### src/rtl/lbbs_pkg.sv
`timescale 1ns / 1ps
// ----------------------------------------------------------------------------
// lbbs_pkg
// Shared types, codes and the quarter-wave cosine function of the LED
// blink / breathe sequencer.
// ----------------------------------------------------------------------------
package lbbs_pkg;

   typedef enum logic [2:0] {
      OP_TICK       = 3'd0,
      OP_SET_VALUE  = 3'd1,
      OP_SET_SOLID  = 3'd2,
      OP_BLINK_ONCE = 3'd3,
      OP_BLINK_TWICE = 3'd4,
      OP_BLINK_CONT = 3'd5,
      OP_BREATHE    = 3'd6,
      OP_CLEAR      = 3'd7
   } opcode_type;

   typedef enum logic [2:0] {
      MODE_SOLID   = 3'd0,
      MODE_ONCE    = 3'd1,
      MODE_TWICE   = 3'd2,
      MODE_CONT    = 3'd3,
      MODE_BREATHE = 3'd4
   } mode_type;

   typedef enum logic [1:0] {
      ST_IDLE,
      ST_TICK,
      ST_BLEND,
      ST_EMIT
   } seq_state_type;

   typedef enum logic [2:0] {
      EN_IDLE,
      EN_DIV,
      EN_LOOK,
      EN_WEIGHT,
      EN_MUL,
      EN_DONE
   } eng_state_type;

   // start of a breathe blend, with the operands captured by the engine
   typedef struct packed {
      logic        start;
      logic [15:0] elapsed;
      logic [15:0] len;
      logic [7:0]  from_lvl;
      logic [7:0]  to_lvl;
   } blend_req_type;

   typedef struct packed {
      logic       done;
      logic [7:0] duty;
   } blend_rsp_type;

   localparam logic [15:0] BLINK_TIME_RESET = 16'd100;
   localparam logic [15:0] LOOP_ENDLESS     = 16'hFFFF;
   localparam longint unsigned HALF_PI_Q30  = 64'h6487_ED51;
   localparam longint unsigned ONE_Q30      = 64'd1073741824;

   // cos(pi/2 * k / 2^qshift) in Q30, eleven-term Taylor series with the
   // divisors (2j-1)*2j written out; only evaluated at elaboration
   function automatic logic signed [31:0] quarter_cos(input int unsigned k,
                                                      input int unsigned qshift);
      longint unsigned x;
      longint unsigned x2;
      longint unsigned term;
      longint          sum;
      x    = (HALF_PI_Q30 * longint'(k)) >> qshift;
      x2   = (x * x) >> 30;
      term = ONE_Q30;
      sum  = longint'(ONE_Q30);
      term = ((term * x2) >> 30) / 2;   sum = sum - longint'(term);
      term = ((term * x2) >> 30) / 12;  sum = sum + longint'(term);
      term = ((term * x2) >> 30) / 30;  sum = sum - longint'(term);
      term = ((term * x2) >> 30) / 56;  sum = sum + longint'(term);
      term = ((term * x2) >> 30) / 90;  sum = sum - longint'(term);
      term = ((term * x2) >> 30) / 132; sum = sum + longint'(term);
      term = ((term * x2) >> 30) / 182; sum = sum - longint'(term);
      term = ((term * x2) >> 30) / 240; sum = sum + longint'(term);
      term = ((term * x2) >> 30) / 306; sum = sum - longint'(term);
      term = ((term * x2) >> 30) / 380; sum = sum + longint'(term);
      return 32'(sum);
   endfunction

endpackage

### src/rtl/lbbs_req_if.sv
`timescale 1ns / 1ps
// ----------------------------------------------------------------------------
// lbbs_req_if
// Command / tick channel of the LED sequencer, valid-ready handshake.
// ----------------------------------------------------------------------------
interface lbbs_req_if;
   logic        valid;
   logic        ready;
   logic [2:0]  opcode;
   logic [7:0]  color;
   logic [7:0]  end_color;
   logic [15:0] duration_ms;
   logic [15:0] period_ms;
   logic signed [15:0] loop_limit;

   modport source (output valid, opcode, color, end_color, duration_ms, period_ms,
                   loop_limit, input ready);
   modport sink   (input valid, opcode, color, end_color, duration_ms, period_ms,
                   loop_limit, output ready);
endinterface

### src/rtl/lbbs_rsp_if.sv
`timescale 1ns / 1ps
// ----------------------------------------------------------------------------
// lbbs_rsp_if
// Duty result channel of the LED sequencer, valid-ready handshake.
// ----------------------------------------------------------------------------
interface lbbs_rsp_if;
   logic       valid;
   logic       ready;
   logic [7:0] duty;

   modport source (output valid, duty, input ready);
   modport sink   (input valid, duty, output ready);
endinterface

### src/rtl/lbbs_blend.sv
`timescale 1ns / 1ps
// ----------------------------------------------------------------------------
// lbbs_blend
// Breathe blend engine: bit-serial divide for the table index, cosine
// weight lookup, then two bit-serial multiplies for the level blend.
// ----------------------------------------------------------------------------
module lbbs_blend
   import lbbs_pkg::*;
#(
   parameter int COS_TABLE_BITS = 8
) (
   input  logic          clock,
   input  logic          reset,
   input  blend_req_type blend_req,
   output blend_rsp_type blend_rsp
);

   localparam int QTR    = 1 << (COS_TABLE_BITS - 2);
   localparam int ITER   = (COS_TABLE_BITS > 8) ? COS_TABLE_BITS : 8;
   localparam int CNT_W  = $clog2(ITER);
   localparam logic [CNT_W-1:0] DIV_LAST = CNT_W'(COS_TABLE_BITS - 1);
   localparam logic [CNT_W-1:0] MUL_LAST = CNT_W'(7);
   localparam logic signed [33:0] U_BIAS = 34'sd1073741824;
   localparam logic signed [33:0] U_MAX  = 34'sd2147483648;

   // quarter-wave cosine in Q30, entries 0..QTR
   logic signed [31:0] cos_tab [QTR+1];

   for (genvar g = 0; g <= QTR; g++) begin : g_tab
      assign cos_tab[g] = quarter_cos(g, COS_TABLE_BITS - 2);
   end

   eng_state_type             st_ff,  st_in;
   logic [CNT_W-1:0]          cnt_ff, cnt_in;
   logic [16:0]               rem_ff, rem_in;
   logic [COS_TABLE_BITS-1:0] quo_ff, quo_in;
   logic [15:0]               len_ff, len_in;
   logic [7:0]                from_ff, from_in;
   logic [7:0]                to_ff, to_in;
   logic signed [31:0]        cos_ff, cos_in;
   logic                      neg_ff, neg_in;
   logic [15:0]               t_ff, t_in;
   logic [23:0]               acc_a_ff, acc_a_in;
   logic [23:0]               acc_b_ff, acc_b_in;

   logic [16:0]               rem_sh;
   logic                      rem_ge;
   logic [COS_TABLE_BITS-2:0] tab_idx;
   logic signed [32:0]        s_val;
   logic signed [33:0]        u_val;
   logic [31:0]               u_clamp;
   logic [15:0]               t_comp;

   always_comb begin
      st_in    = st_ff;
      cnt_in   = cnt_ff;
      rem_in   = rem_ff;
      quo_in   = quo_ff;
      len_in   = len_ff;
      from_in  = from_ff;
      to_in    = to_ff;
      cos_in   = cos_ff;
      neg_in   = neg_ff;
      t_in     = t_ff;
      acc_a_in = acc_a_ff;
      acc_b_in = acc_b_ff;
      blend_rsp.done = 1'b0;
      blend_rsp.duty = 8'(acc_a_ff[22:15] + acc_b_ff[22:15]);

      // restoring divide step, one quotient bit per cycle
      rem_sh = {rem_ff[15:0], 1'b0};
      rem_ge = (rem_sh >= {1'b0, len_ff});

      // fold the index into the first quadrant
      if (quo_ff[COS_TABLE_BITS-2]) begin
         tab_idx = (COS_TABLE_BITS-1)'(QTR) - {1'b0, quo_ff[COS_TABLE_BITS-3:0]};
      end else begin
         tab_idx = {1'b0, quo_ff[COS_TABLE_BITS-3:0]};
      end

      // weight t = (clamp(s + 1.0) + rounding) >> 16, unsigned Q1.15
      s_val = neg_ff ? -{cos_ff[31], cos_ff} : {cos_ff[31], cos_ff};
      u_val = {s_val[32], s_val} + U_BIAS;
      if (u_val < 0) begin
         u_clamp = '0;
      end else if (u_val > U_MAX) begin
         u_clamp = 32'(U_MAX);
      end else begin
         u_clamp = u_val[31:0];
      end
      t_comp = 16'd32768 - t_ff;

      unique case (st_ff)
         EN_IDLE: begin
            if (blend_req.start) begin
               rem_in  = {1'b0, blend_req.elapsed};
               quo_in  = '0;
               cnt_in  = '0;
               len_in  = blend_req.len;
               from_in = blend_req.from_lvl;
               to_in   = blend_req.to_lvl;
               st_in   = EN_DIV;
            end
         end
         EN_DIV: begin
            rem_in = rem_ge ? (rem_sh - {1'b0, len_ff}) : rem_sh;
            quo_in = {quo_ff[COS_TABLE_BITS-2:0], rem_ge};
            cnt_in = cnt_ff + 1'b1;
            if (cnt_ff == DIV_LAST) begin
               st_in = EN_LOOK;
            end
         end
         EN_LOOK: begin
            cos_in = cos_tab[tab_idx];
            // second and third quadrants are negative
            neg_in = quo_ff[COS_TABLE_BITS-1] ^ quo_ff[COS_TABLE_BITS-2];
            st_in  = EN_WEIGHT;
         end
         EN_WEIGHT: begin
            t_in     = 16'((u_clamp + 32'd32768) >> 16);
            acc_a_in = '0;
            acc_b_in = '0;
            cnt_in   = '0;
            st_in    = EN_MUL;
         end
         EN_MUL: begin
            // MSB-first shift-add, one bit of each level per cycle
            acc_a_in = {acc_a_ff[22:0], 1'b0} + (from_ff[7] ? {8'd0, t_ff} : 24'd0);
            acc_b_in = {acc_b_ff[22:0], 1'b0} + (to_ff[7] ? {8'd0, t_comp} : 24'd0);
            from_in  = {from_ff[6:0], 1'b0};
            to_in    = {to_ff[6:0], 1'b0};
            cnt_in   = cnt_ff + 1'b1;
            if (cnt_ff == MUL_LAST) begin
               st_in = EN_DONE;
            end
         end
         EN_DONE: begin
            blend_rsp.done = 1'b1;
            st_in          = EN_IDLE;
         end
         default: begin
            st_in = EN_IDLE;
         end
      endcase
   end

   always_ff @(posedge clock) begin
      if (reset) begin
         st_ff <= EN_IDLE;
      end else begin
         st_ff <= st_in;
      end
      cnt_ff   <= cnt_in;
      rem_ff   <= rem_in;
      quo_ff   <= quo_in;
      len_ff   <= len_in;
      from_ff  <= from_in;
      to_ff    <= to_in;
      cos_ff   <= cos_in;
      neg_ff   <= neg_in;
      t_ff     <= t_in;
      acc_a_ff <= acc_a_in;
      acc_b_ff <= acc_b_in;
   end

endmodule

### src/rtl/led_blink_breathe_sequencer_top.sv
`timescale 1ns / 1ps
// Path: a command puts its duty in the pending-duty register, then the emit
//   state moves it to the output register; a tick passes the tick state first,
//   a breathe tick also the blend engine (serial divide, table, serial multiply).
// Flow: one item at a time; the next transfer is taken once any result of the
//   previous item is in the output register, the emit state waiting on a full one.
// Reset: synchronous; solid mode, zero counters, blink time BLINK_TIME_RESET.
// ----------------------------------------------------------------------------
// led_blink_breathe_sequencer_top
// Single-channel LED effect sequencer: set, clear, blink and breathe commands and
// millisecond ticks in, PWM duty bytes out.
// ----------------------------------------------------------------------------
module led_blink_breathe_sequencer_top
   import lbbs_pkg::*;
#(
   parameter int COS_TABLE_BITS = 8
) (
   input  logic          clock,
   input  logic          reset,
   input  logic          csr_we,
   input  logic [15:0]   csr_wdata,
   lbbs_req_if.sink      req_ch,
   lbbs_rsp_if.source    rsp_ch
);

   seq_state_type state_ff, state_in;
   mode_type      mode_ff, mode_in;
   logic          blink_on_ff, blink_on_in;
   logic [7:0]    blink_level_ff, blink_level_in;
   logic [7:0]    base_level_ff, base_level_in;
   logic [31:0]   now_ff, now_in;
   logic [31:0]   blink_mark_ff, blink_mark_in;
   logic [15:0]   cont_half_ff, cont_half_in;
   logic          pending_ff, pending_in;
   logic [7:0]    br_from_ff, br_from_in;
   logic [7:0]    br_to_ff, br_to_in;
   logic [15:0]   br_len_ff, br_len_in;
   logic [15:0]   br_limit_ff, br_limit_in;
   logic [15:0]   br_count_ff, br_count_in;
   logic [31:0]   br_mark_ff, br_mark_in;
   logic [15:0]   blink_time_ff;
   logic [7:0]    pend_duty_ff, pend_duty_in;
   logic          rsp_valid_ff, rsp_valid_in;
   logic [7:0]    rsp_duty_ff, rsp_duty_in;

   logic [31:0]   blink_el;
   logic [31:0]   br_el;
   logic          br_wrap;
   logic [15:0]   count_next;
   logic          br_finish;
   blend_req_type blend_req;
   blend_rsp_type blend_rsp;

   lbbs_blend #(
      .COS_TABLE_BITS (COS_TABLE_BITS)
   ) u_blend (
      .clock     (clock),
      .reset     (reset),
      .blend_req (blend_req),
      .blend_rsp (blend_rsp)
   );

   assign rsp_ch.valid = rsp_valid_ff;
   assign rsp_ch.duty  = rsp_duty_ff;

   always_comb begin
      state_in       = state_ff;
      mode_in        = mode_ff;
      blink_on_in    = blink_on_ff;
      blink_level_in = blink_level_ff;
      base_level_in  = base_level_ff;
      now_in         = now_ff;
      blink_mark_in  = blink_mark_ff;
      cont_half_in   = cont_half_ff;
      pending_in     = pending_ff;
      br_from_in     = br_from_ff;
      br_to_in       = br_to_ff;
      br_len_in      = br_len_ff;
      br_limit_in    = br_limit_ff;
      br_count_in    = br_count_ff;
      br_mark_in     = br_mark_ff;
      pend_duty_in   = pend_duty_ff;
      rsp_valid_in   = rsp_valid_ff && !rsp_ch.ready;
      rsp_duty_in    = rsp_duty_ff;
      req_ch.ready   = 1'b0;

      blink_el   = now_ff - blink_mark_ff;
      br_el      = now_ff - br_mark_ff;
      br_wrap    = (br_el >= {16'd0, br_len_ff});
      count_next = br_count_ff + 16'd1;
      // a negative limit other than endless ends at the first wrap
      br_finish  = br_wrap && (br_limit_ff != LOOP_ENDLESS) &&
                   (br_limit_ff[15] || (count_next >= br_limit_ff));

      blend_req.start    = 1'b0;
      blend_req.elapsed  = br_wrap ? 16'd0 : br_el[15:0];
      blend_req.len      = br_len_ff;
      blend_req.from_lvl = br_from_ff;
      blend_req.to_lvl   = br_to_ff;

      unique case (state_ff)
         ST_IDLE: begin
            req_ch.ready = !reset;
            if (req_ch.valid && !reset) begin
               unique case (opcode_type'(req_ch.opcode))
                  OP_TICK: begin
                     now_in   = now_ff + 32'd1;
                     state_in = ST_TICK;
                  end
                  OP_SET_VALUE: begin
                     base_level_in = req_ch.color;
                     if (mode_ff == MODE_SOLID) begin
                        pend_duty_in = req_ch.color;
                        state_in     = ST_EMIT;
                     end
                  end
                  OP_SET_SOLID: begin
                     mode_in       = MODE_SOLID;
                     base_level_in = req_ch.color;
                     pend_duty_in  = req_ch.color;
                     state_in      = ST_EMIT;
                  end
                  OP_BLINK_ONCE, OP_BLINK_TWICE, OP_BLINK_CONT: begin
                     blink_level_in = req_ch.color;
                     blink_mark_in  = now_ff;
                     blink_on_in    = 1'b1;
                     pend_duty_in   = req_ch.color;
                     state_in       = ST_EMIT;
                     if (opcode_type'(req_ch.opcode) == OP_BLINK_ONCE) begin
                        mode_in = MODE_ONCE;
                     end else if (opcode_type'(req_ch.opcode) == OP_BLINK_TWICE) begin
                        mode_in = MODE_TWICE;
                     end else begin
                        mode_in      = MODE_CONT;
                        cont_half_in = req_ch.duration_ms;
                     end
                  end
                  OP_BREATHE: begin
                     if (req_ch.loop_limit != 16'sd0) begin
                        br_len_in   = (req_ch.period_ms == 16'd0) ? 16'd1 : req_ch.period_ms;
                        br_limit_in = req_ch.loop_limit;
                        br_from_in  = req_ch.color;
                        br_to_in    = req_ch.end_color;
                        br_count_in = '0;
                        br_mark_in  = now_ff;
                        // queued behind a one-shot or double blink
                        if (mode_ff == MODE_ONCE || mode_ff == MODE_TWICE) begin
                           pending_in = 1'b1;
                        end else begin
                           mode_in      = MODE_BREATHE;
                           pend_duty_in = req_ch.color;
                           state_in     = ST_EMIT;
                        end
                     end
                  end
                  OP_CLEAR: begin
                     mode_in        = MODE_SOLID;
                     blink_on_in    = 1'b0;
                     blink_level_in = '0;
                     blink_mark_in  = '0;
                     base_level_in  = '0;
                     pending_in     = 1'b0;
                     pend_duty_in   = '0;
                     state_in       = ST_EMIT;
                  end
                  default: begin
                     state_in = ST_IDLE;
                  end
               endcase
            end
         end
         ST_TICK: begin
            state_in = ST_IDLE;
            unique case (mode_ff)
               MODE_ONCE, MODE_TWICE: begin
                  if (blink_el >= {16'd0, blink_time_ff}) begin
                     state_in = ST_EMIT;
                     if (mode_ff == MODE_TWICE && blink_on_ff) begin
                        blink_on_in   = 1'b0;
                        blink_mark_in = now_ff;
                        pend_duty_in  = '0;
                     end else if (mode_ff == MODE_TWICE) begin
                        blink_on_in   = 1'b1;
                        blink_mark_in = now_ff;
                        mode_in       = MODE_ONCE;
                        pend_duty_in  = blink_level_ff;
                     end else begin
                        blink_on_in    = 1'b0;
                        blink_mark_in  = '0;
                        blink_level_in = '0;
                        mode_in        = pending_ff ? MODE_BREATHE : MODE_SOLID;
                        pend_duty_in   = base_level_ff;
                     end
                  end
               end
               MODE_CONT: begin
                  if (blink_el >= {16'd0, cont_half_ff}) begin
                     blink_on_in   = !blink_on_ff;
                     blink_mark_in = now_ff;
                     pend_duty_in  = blink_on_ff ? 8'd0 : blink_level_ff;
                     state_in      = ST_EMIT;
                  end
               end
               MODE_BREATHE: begin
                  if (br_wrap) begin
                     br_mark_in = now_ff;
                     if (br_limit_ff != LOOP_ENDLESS) begin
                        br_count_in = count_next;
                     end
                  end
                  if (br_finish) begin
                     mode_in      = MODE_SOLID;
                     pend_duty_in = base_level_ff;
                     state_in     = ST_EMIT;
                  end else begin
                     blend_req.start = 1'b1;
                     state_in        = ST_BLEND;
                  end
               end
               default: begin
                  state_in = ST_IDLE;
               end
            endcase
         end
         ST_BLEND: begin
            if (blend_rsp.done) begin
               pend_duty_in = blend_rsp.duty;
               state_in     = ST_EMIT;
            end
         end
         ST_EMIT: begin
            // output register free or draining this cycle
            if (!rsp_valid_ff || rsp_ch.ready) begin
               rsp_valid_in = 1'b1;
               rsp_duty_in  = pend_duty_ff;
               state_in     = ST_IDLE;
            end
         end
         default: begin
            state_in = ST_IDLE;
         end
      endcase
   end

   always_ff @(posedge clock) begin
      if (reset) begin
         state_ff       <= ST_IDLE;
         mode_ff        <= MODE_SOLID;
         blink_on_ff    <= 1'b0;
         blink_level_ff <= '0;
         base_level_ff  <= '0;
         now_ff         <= '0;
         blink_mark_ff  <= '0;
         cont_half_ff   <= '0;
         pending_ff     <= 1'b0;
         br_from_ff     <= '0;
         br_to_ff       <= '0;
         br_len_ff      <= 16'd1;
         br_limit_ff    <= '0;
         br_count_ff    <= '0;
         br_mark_ff     <= '0;
         blink_time_ff  <= BLINK_TIME_RESET;
         rsp_valid_ff   <= 1'b0;
      end else begin
         state_ff       <= state_in;
         mode_ff        <= mode_in;
         blink_on_ff    <= blink_on_in;
         blink_level_ff <= blink_level_in;
         base_level_ff  <= base_level_in;
         now_ff         <= now_in;
         blink_mark_ff  <= blink_mark_in;
         cont_half_ff   <= cont_half_in;
         pending_ff     <= pending_in;
         br_from_ff     <= br_from_in;
         br_to_ff       <= br_to_in;
         br_len_ff      <= br_len_in;
         br_limit_ff    <= br_limit_in;
         br_count_ff    <= br_count_in;
         br_mark_ff     <= br_mark_in;
         if (csr_we) begin
            blink_time_ff <= csr_wdata;
         end
         rsp_valid_ff   <= rsp_valid_in;
      end
      pend_duty_ff <= pend_duty_in;
      rsp_duty_ff  <= rsp_duty_in;
   end

endmodule
### src/flat_wrapper.sv
// flat-port wrapper written by rule: the top's interface ports become plain ports
module led_blink_breathe_sequencer_top_flat import lbbs_pkg::*;
#(
   parameter int COS_TABLE_BITS = 8
)
  (clock, reset, csr_we, csr_wdata, req_ch_valid, req_ch_opcode, req_ch_color, req_ch_end_color, req_ch_duration_ms, req_ch_period_ms, req_ch_loop_limit, req_ch_ready, rsp_ch_valid, rsp_ch_duty, rsp_ch_ready);
  lbbs_req_if req_ch_i ();
  lbbs_rsp_if rsp_ch_i ();
  input  logic clock;
  input  logic reset;
  input  logic csr_we;
  input  logic [15:0] csr_wdata;
  input wire logic [$bits(req_ch_i.valid)-1:0] req_ch_valid;
  input wire logic [$bits(req_ch_i.opcode)-1:0] req_ch_opcode;
  input wire logic [$bits(req_ch_i.color)-1:0] req_ch_color;
  input wire logic [$bits(req_ch_i.end_color)-1:0] req_ch_end_color;
  input wire logic [$bits(req_ch_i.duration_ms)-1:0] req_ch_duration_ms;
  input wire logic [$bits(req_ch_i.period_ms)-1:0] req_ch_period_ms;
  input wire logic [$bits(req_ch_i.loop_limit)-1:0] req_ch_loop_limit;
  output wire logic [$bits(req_ch_i.ready)-1:0] req_ch_ready;
  output wire logic [$bits(rsp_ch_i.valid)-1:0] rsp_ch_valid;
  output wire logic [$bits(rsp_ch_i.duty)-1:0] rsp_ch_duty;
  input wire logic [$bits(rsp_ch_i.ready)-1:0] rsp_ch_ready;
  assign req_ch_i.valid = req_ch_valid;
  assign req_ch_i.opcode = req_ch_opcode;
  assign req_ch_i.color = req_ch_color;
  assign req_ch_i.end_color = req_ch_end_color;
  assign req_ch_i.duration_ms = req_ch_duration_ms;
  assign req_ch_i.period_ms = req_ch_period_ms;
  assign req_ch_i.loop_limit = req_ch_loop_limit;
  assign req_ch_ready = req_ch_i.ready;
  assign rsp_ch_valid = rsp_ch_i.valid;
  assign rsp_ch_duty = rsp_ch_i.duty;
  assign rsp_ch_i.ready = rsp_ch_ready;
  led_blink_breathe_sequencer_top #(.COS_TABLE_BITS(COS_TABLE_BITS)) u_core (.clock(clock), .reset(reset), .csr_we(csr_we), .csr_wdata(csr_wdata), .req_ch(req_ch_i), .rsp_ch(rsp_ch_i));
endmodule
### config.mk
export PLATFORM = sky130hd
export DESIGN_NAME = led_blink_breathe_sequencer_top_flat
export DESIGN_NICKNAME = d
export VERILOG_FILES = /design/src/rtl/lbbs_pkg.sv /design/src/rtl/lbbs_req_if.sv /design/src/rtl/lbbs_rsp_if.sv /design/src/rtl/lbbs_blend.sv /design/src/rtl/led_blink_breathe_sequencer_top.sv /design/src/flat_wrapper.sv
export SDC_FILE = /design/constraint.sdc
export NUM_CORES = 1
export LEC_CHECK = 0
export ABC_AREA = 0
export BUFFER_PORTS_ARGS = -buffer_cell sky130_fd_sc_hd__buf_2
export CAP_MARGIN = 10
export CORE_ASPECT_RATIO = 2
export CORE_MARGIN = 10
export CORE_UTILIZATION = 50
export CTS_BUF_LIST = sky130_fd_sc_hd__clkbuf_4 sky130_fd_sc_hd__clkbuf_8
export DETAILED_ROUTE_END_ITERATION = 8
export PLACE_DENSITY = 0.66
export SYNTH_ARGS = -nofsm -noshare
export SYNTH_HDL_FRONTEND = slang
export SYNTH_HIERARCHICAL = 1
export SYNTH_SLANG_ARGS = --single-unit
### constraint.sdc
create_clock -name clock -period 8.5 [get_ports clock]
set_input_delay 0.85 -clock clock [delete_from_list [all_inputs] [get_ports clock]]
set_output_delay 0.85 -clock clock [all_outputs]
set_load 0.01 [all_outputs]
==> results.md <==
- Status: completed
- Max-slew headroom: 21.35%
- Core box area: 56,940 sq um
- Tot GR Track Use: 26.40%
- Vias in the first global route: about 26,000
- Crit share post-route: 80.02%
- Worst Hold Class: input port to flip-flop
- Syn Area/Cell: 7.950 sq um
- Pre-CTS setup slack: 1792 ps
- Clk buf depth: 3
- Ys async rst share: 0%
- Top cells by area, synth: edfxtp_1 18%, dfxtp_1 15%, ha_1 8.9%, nand2_1 6.2%, a21oi_1 5.3%
- H-Tree Depth: 2
- Yosys warns: 6
- Fin area: 31,100 sq um
- Port bufs: 97
- Yosys top cell by area: edfxtp_1
- Initial antenna violation count: 3
- Total negative slack: 0 ps
- I/O Pins: 98
- Final WS setup: approximately 1700 ps
- Largest net degree at the start of global routing: 84
- Post-CTS Hold Buffers: 0
- Max Transition Viols Final: 0
- Seq cells post-synth: 388
- FP Rows: 124
- Total of max-cap violations: 0
- Placer Congestion: between 1 and 1.5
- Final nets: 3,892
- Placed Area: 29,670 sq um
- Synthesized Nets: 3,895
- RR Startpoint: u_core/now_ff[10]$_SDFFE_PP0P_
- Power Dens Cells: ~190 nW/um^2
- CTS root buf: clkbuf_8
- CTS tree: built
- Multi-input logic area: 17,620 sq um
- Met3 WL: approximately 4500 um
- DRC: 0
- Netlist cell types: 100
- Final core utilization: 54.63%
- Max frequency: about 150 MHz
- WL final: a little over 90,000 um
- Critical Path Sink Type: flip-flop
- DIE WIDTH: about 190 um
- Final Hold Vio Count: 0
- Worst Path Arrival: 7100 ps
- Critical path origin: u_core/now_ff[10]$_SDFFE_PP0P_
- DR iter-0 viols: 1,782
- Reg clk slew, reported paths: 70 ps
- Vias per std cell: 6.079
- Period minus WS final: 6801 ps
- Die area: 67,740 sq um
- Wire length per cell: 20.85 um
- Clock Sinks: 388
- Max VDD drop: roughly 0.15 mV
- Cells after DPL: 4,289
- CP Class: flip-flop to flip-flop
- Gr ovfl total: 0
- Post-synth EDFFs: about 170
- M1 wire length: 32,830 um
- Startpoint types: flip-flop
- Register area: 9459 sq um
- Insertion delay to the later sink of the worst-skew pair: 700 ps
- CP required: slightly below 9000 ps
- DR WL met2: just under 50,000 um
- Area delta synth->final: 8.764%
- Layout cells sized above 1: 8.836%
- Post-Route Skew: 46.39 ps
- Final setup viols: 0
- Predominant post-synthesis flop cell: dfxtp_1
- DP HPWL: approximately 70,000 um
- Seq/Total Area, Yosys: 33.08%
- Synthesized area: 28,600 sq um
- Cts repair resizes: 0
- Drt pass-1 iters: 6
- Top sig layer: met4
- First-pass GRT wire length: 143,600 um
- Die Height: 358.2 um
- Detail Route Antenna Nets: 0
- Cells after synthesis: 3,597
- Post-CTS Setup Inserts: 0
- Post-synth top area share: 17.75%
- Slew of the pin with the lowest slew margin: 1176 ps
- Via count: 26,770
- Hold Startpoint: csr_wdata[6]
- Pleak: 12.58 nW
- Fillers: 5,575
- Non-filler instance count after layout: 4,403
- Num CTS Buffers: between 50 and 60
- RSZ-0062 raised after global routing: false
- Initial Util: 50.22%
- Critical Path Fanout Max: 24
cells by family after synthesis:
family,count (synthesis),synth area share (%)
simple gates,1350,21.98
compound gates,976,21.88
buf+inv,427,5.819
flops,388,33.08
fa+ha+maj,210,9.345
xor+xnor,176,5.390
mux,70,2.516
cell usage after synthesis, types with 8 or more instances:
cell,count
a211o_1,15
a211oi_1,37
a21o_1,54
a21oi_1,303
a221oi_1,20
a22o_1,8
a311oi_1,16
a31oi_1,46
and2_1,50
and3_1,36
buf_1,18
clkbuf_1,167
dfxtp_1,219
edfxtp_1,169
ha_1,204
inv_1,223
mux2i_1,64
nand2_1,472
nand2b_1,32
nand3_1,129
nand3b_1,8
nand4_1,40
nor2_1,349
nor2b_1,41
nor3_1,72
nor3b_1,8
nor4_1,25
o2111ai_1,16
o211ai_1,39
o21a_1,23
o21ai_0,193
o21ai_1,32
o21bai_1,15
o22ai_1,17
o311ai_0,19
o31ai_1,25
or2_2,20
or3_1,22
or4_1,15
xnor2_1,103
xor2_1,73
cell usage in the layout (no fill, tap or decap), drive strengths merged, types with 21 or more instances in the layout:
master,count
nand2,472
nor2,349
a21oi,304
inv,227
o21ai,226
dfxtp,219
ha,204
edfxtp,169
buf,137
nand3,132
xnor2,103
clkbuf,86
xor2,73
nor3,72
mux2i,64
a21o,54
and2,51
a31oi,47
nor2b,41
nand4,41
o211ai,39
a211oi,37
and3,37
nand2b,32
o31ai,27
nor4,27
o21a,23
or3,23
a221oi,21
through the flow:
step,hold WS (ps),total power [W]
after floorplan,400.3,0.003376
after global placement,402.7,0.003939
after detailed placement,404.5,0.003930
after CTS,329.0,0.005813
after global routing,372.1,0.006082
final,384.8,0.005830
worst paths after layout:
| path | end | slack, ps | cells after the start |
|---|---|---|---|
| hold / removal | u_core/blink_time_ff[6]$_SDFFE_PP1P_ | 380 | 3 |
| hold reg to reg | u_core/rsp_ch.duty[5]$_DFFE_PP_ | 420 | 0 |
| setup / recovery | u_core/u_blend/rem_ff[8]$_DFFE_PP_ | 1700 | 22 |
| setup reg to reg | u_core/u_blend/rem_ff[8]$_DFFE_PP_ | 1700 | 22 |
registers in the layout, summed over array words and instances, names as in the netlist, 23 cells and up:
register and flops:
u_core/blink_mark_ff 32, u_core/br_mark_ff 32, u_core/now_ff 32, u_core/u_blend/cos_ff 31, u_core/u_blend/acc_a_ff 23, u_core/u_blend/acc_b_ff 23
metal layers:
layer	GRT usage [%]	vias up
li1	-	12900
met1	26.81	12600
met2	49.79	917
met3	3.194	359
met4	17.03	0
met5	0	-
worst max-delay path, cell delays in order (launching register included):
cell and delay, ps:
dfxtp_1 510, ha_1 360, and3_1 230, a311o_1 440, or2_2 350, a31oi_1 260, nor2b_1 80, o21ai_0 150
nand2b_1 90, xnor2_1 210, inv_1 70, ha_1 300, inv_1 60, o22ai_1 100, a211oi_1 250, nand4_1 130
or4_1 490, nor4b_1 320, nand4_1 200, a31oi_2 570, nor4b_2 370, buf_4 300, or2_2 550
layout make-up:
| class | instances | area share (%) |
|---|---|---|
| clock inverter | 25 | 1.142 |
| inverter | 226 | 2.727 |
| timing repair buffer | 137 | 2.546 |
| sequential | 388 | 30.41 |
| multi-input combinational | 2782 | 56.66 |
| antenna | 3 | 0.02414 |
| tap | 756 | 3.041 |
| clock buffer | 86 | 3.443 |
power by group:
part | internal, W | switching, W | total (W)
registers | 0.00208 | 0.0000713 | 0.00215
clock network | 0.00106 | 0.000807 | 0.00187
logic | 0.000557 | 0.00125 | 0.00181
total | 0.00370 | 0.00213 | 0.00583
Note: power is estimated with default switching activity, not from simulation.
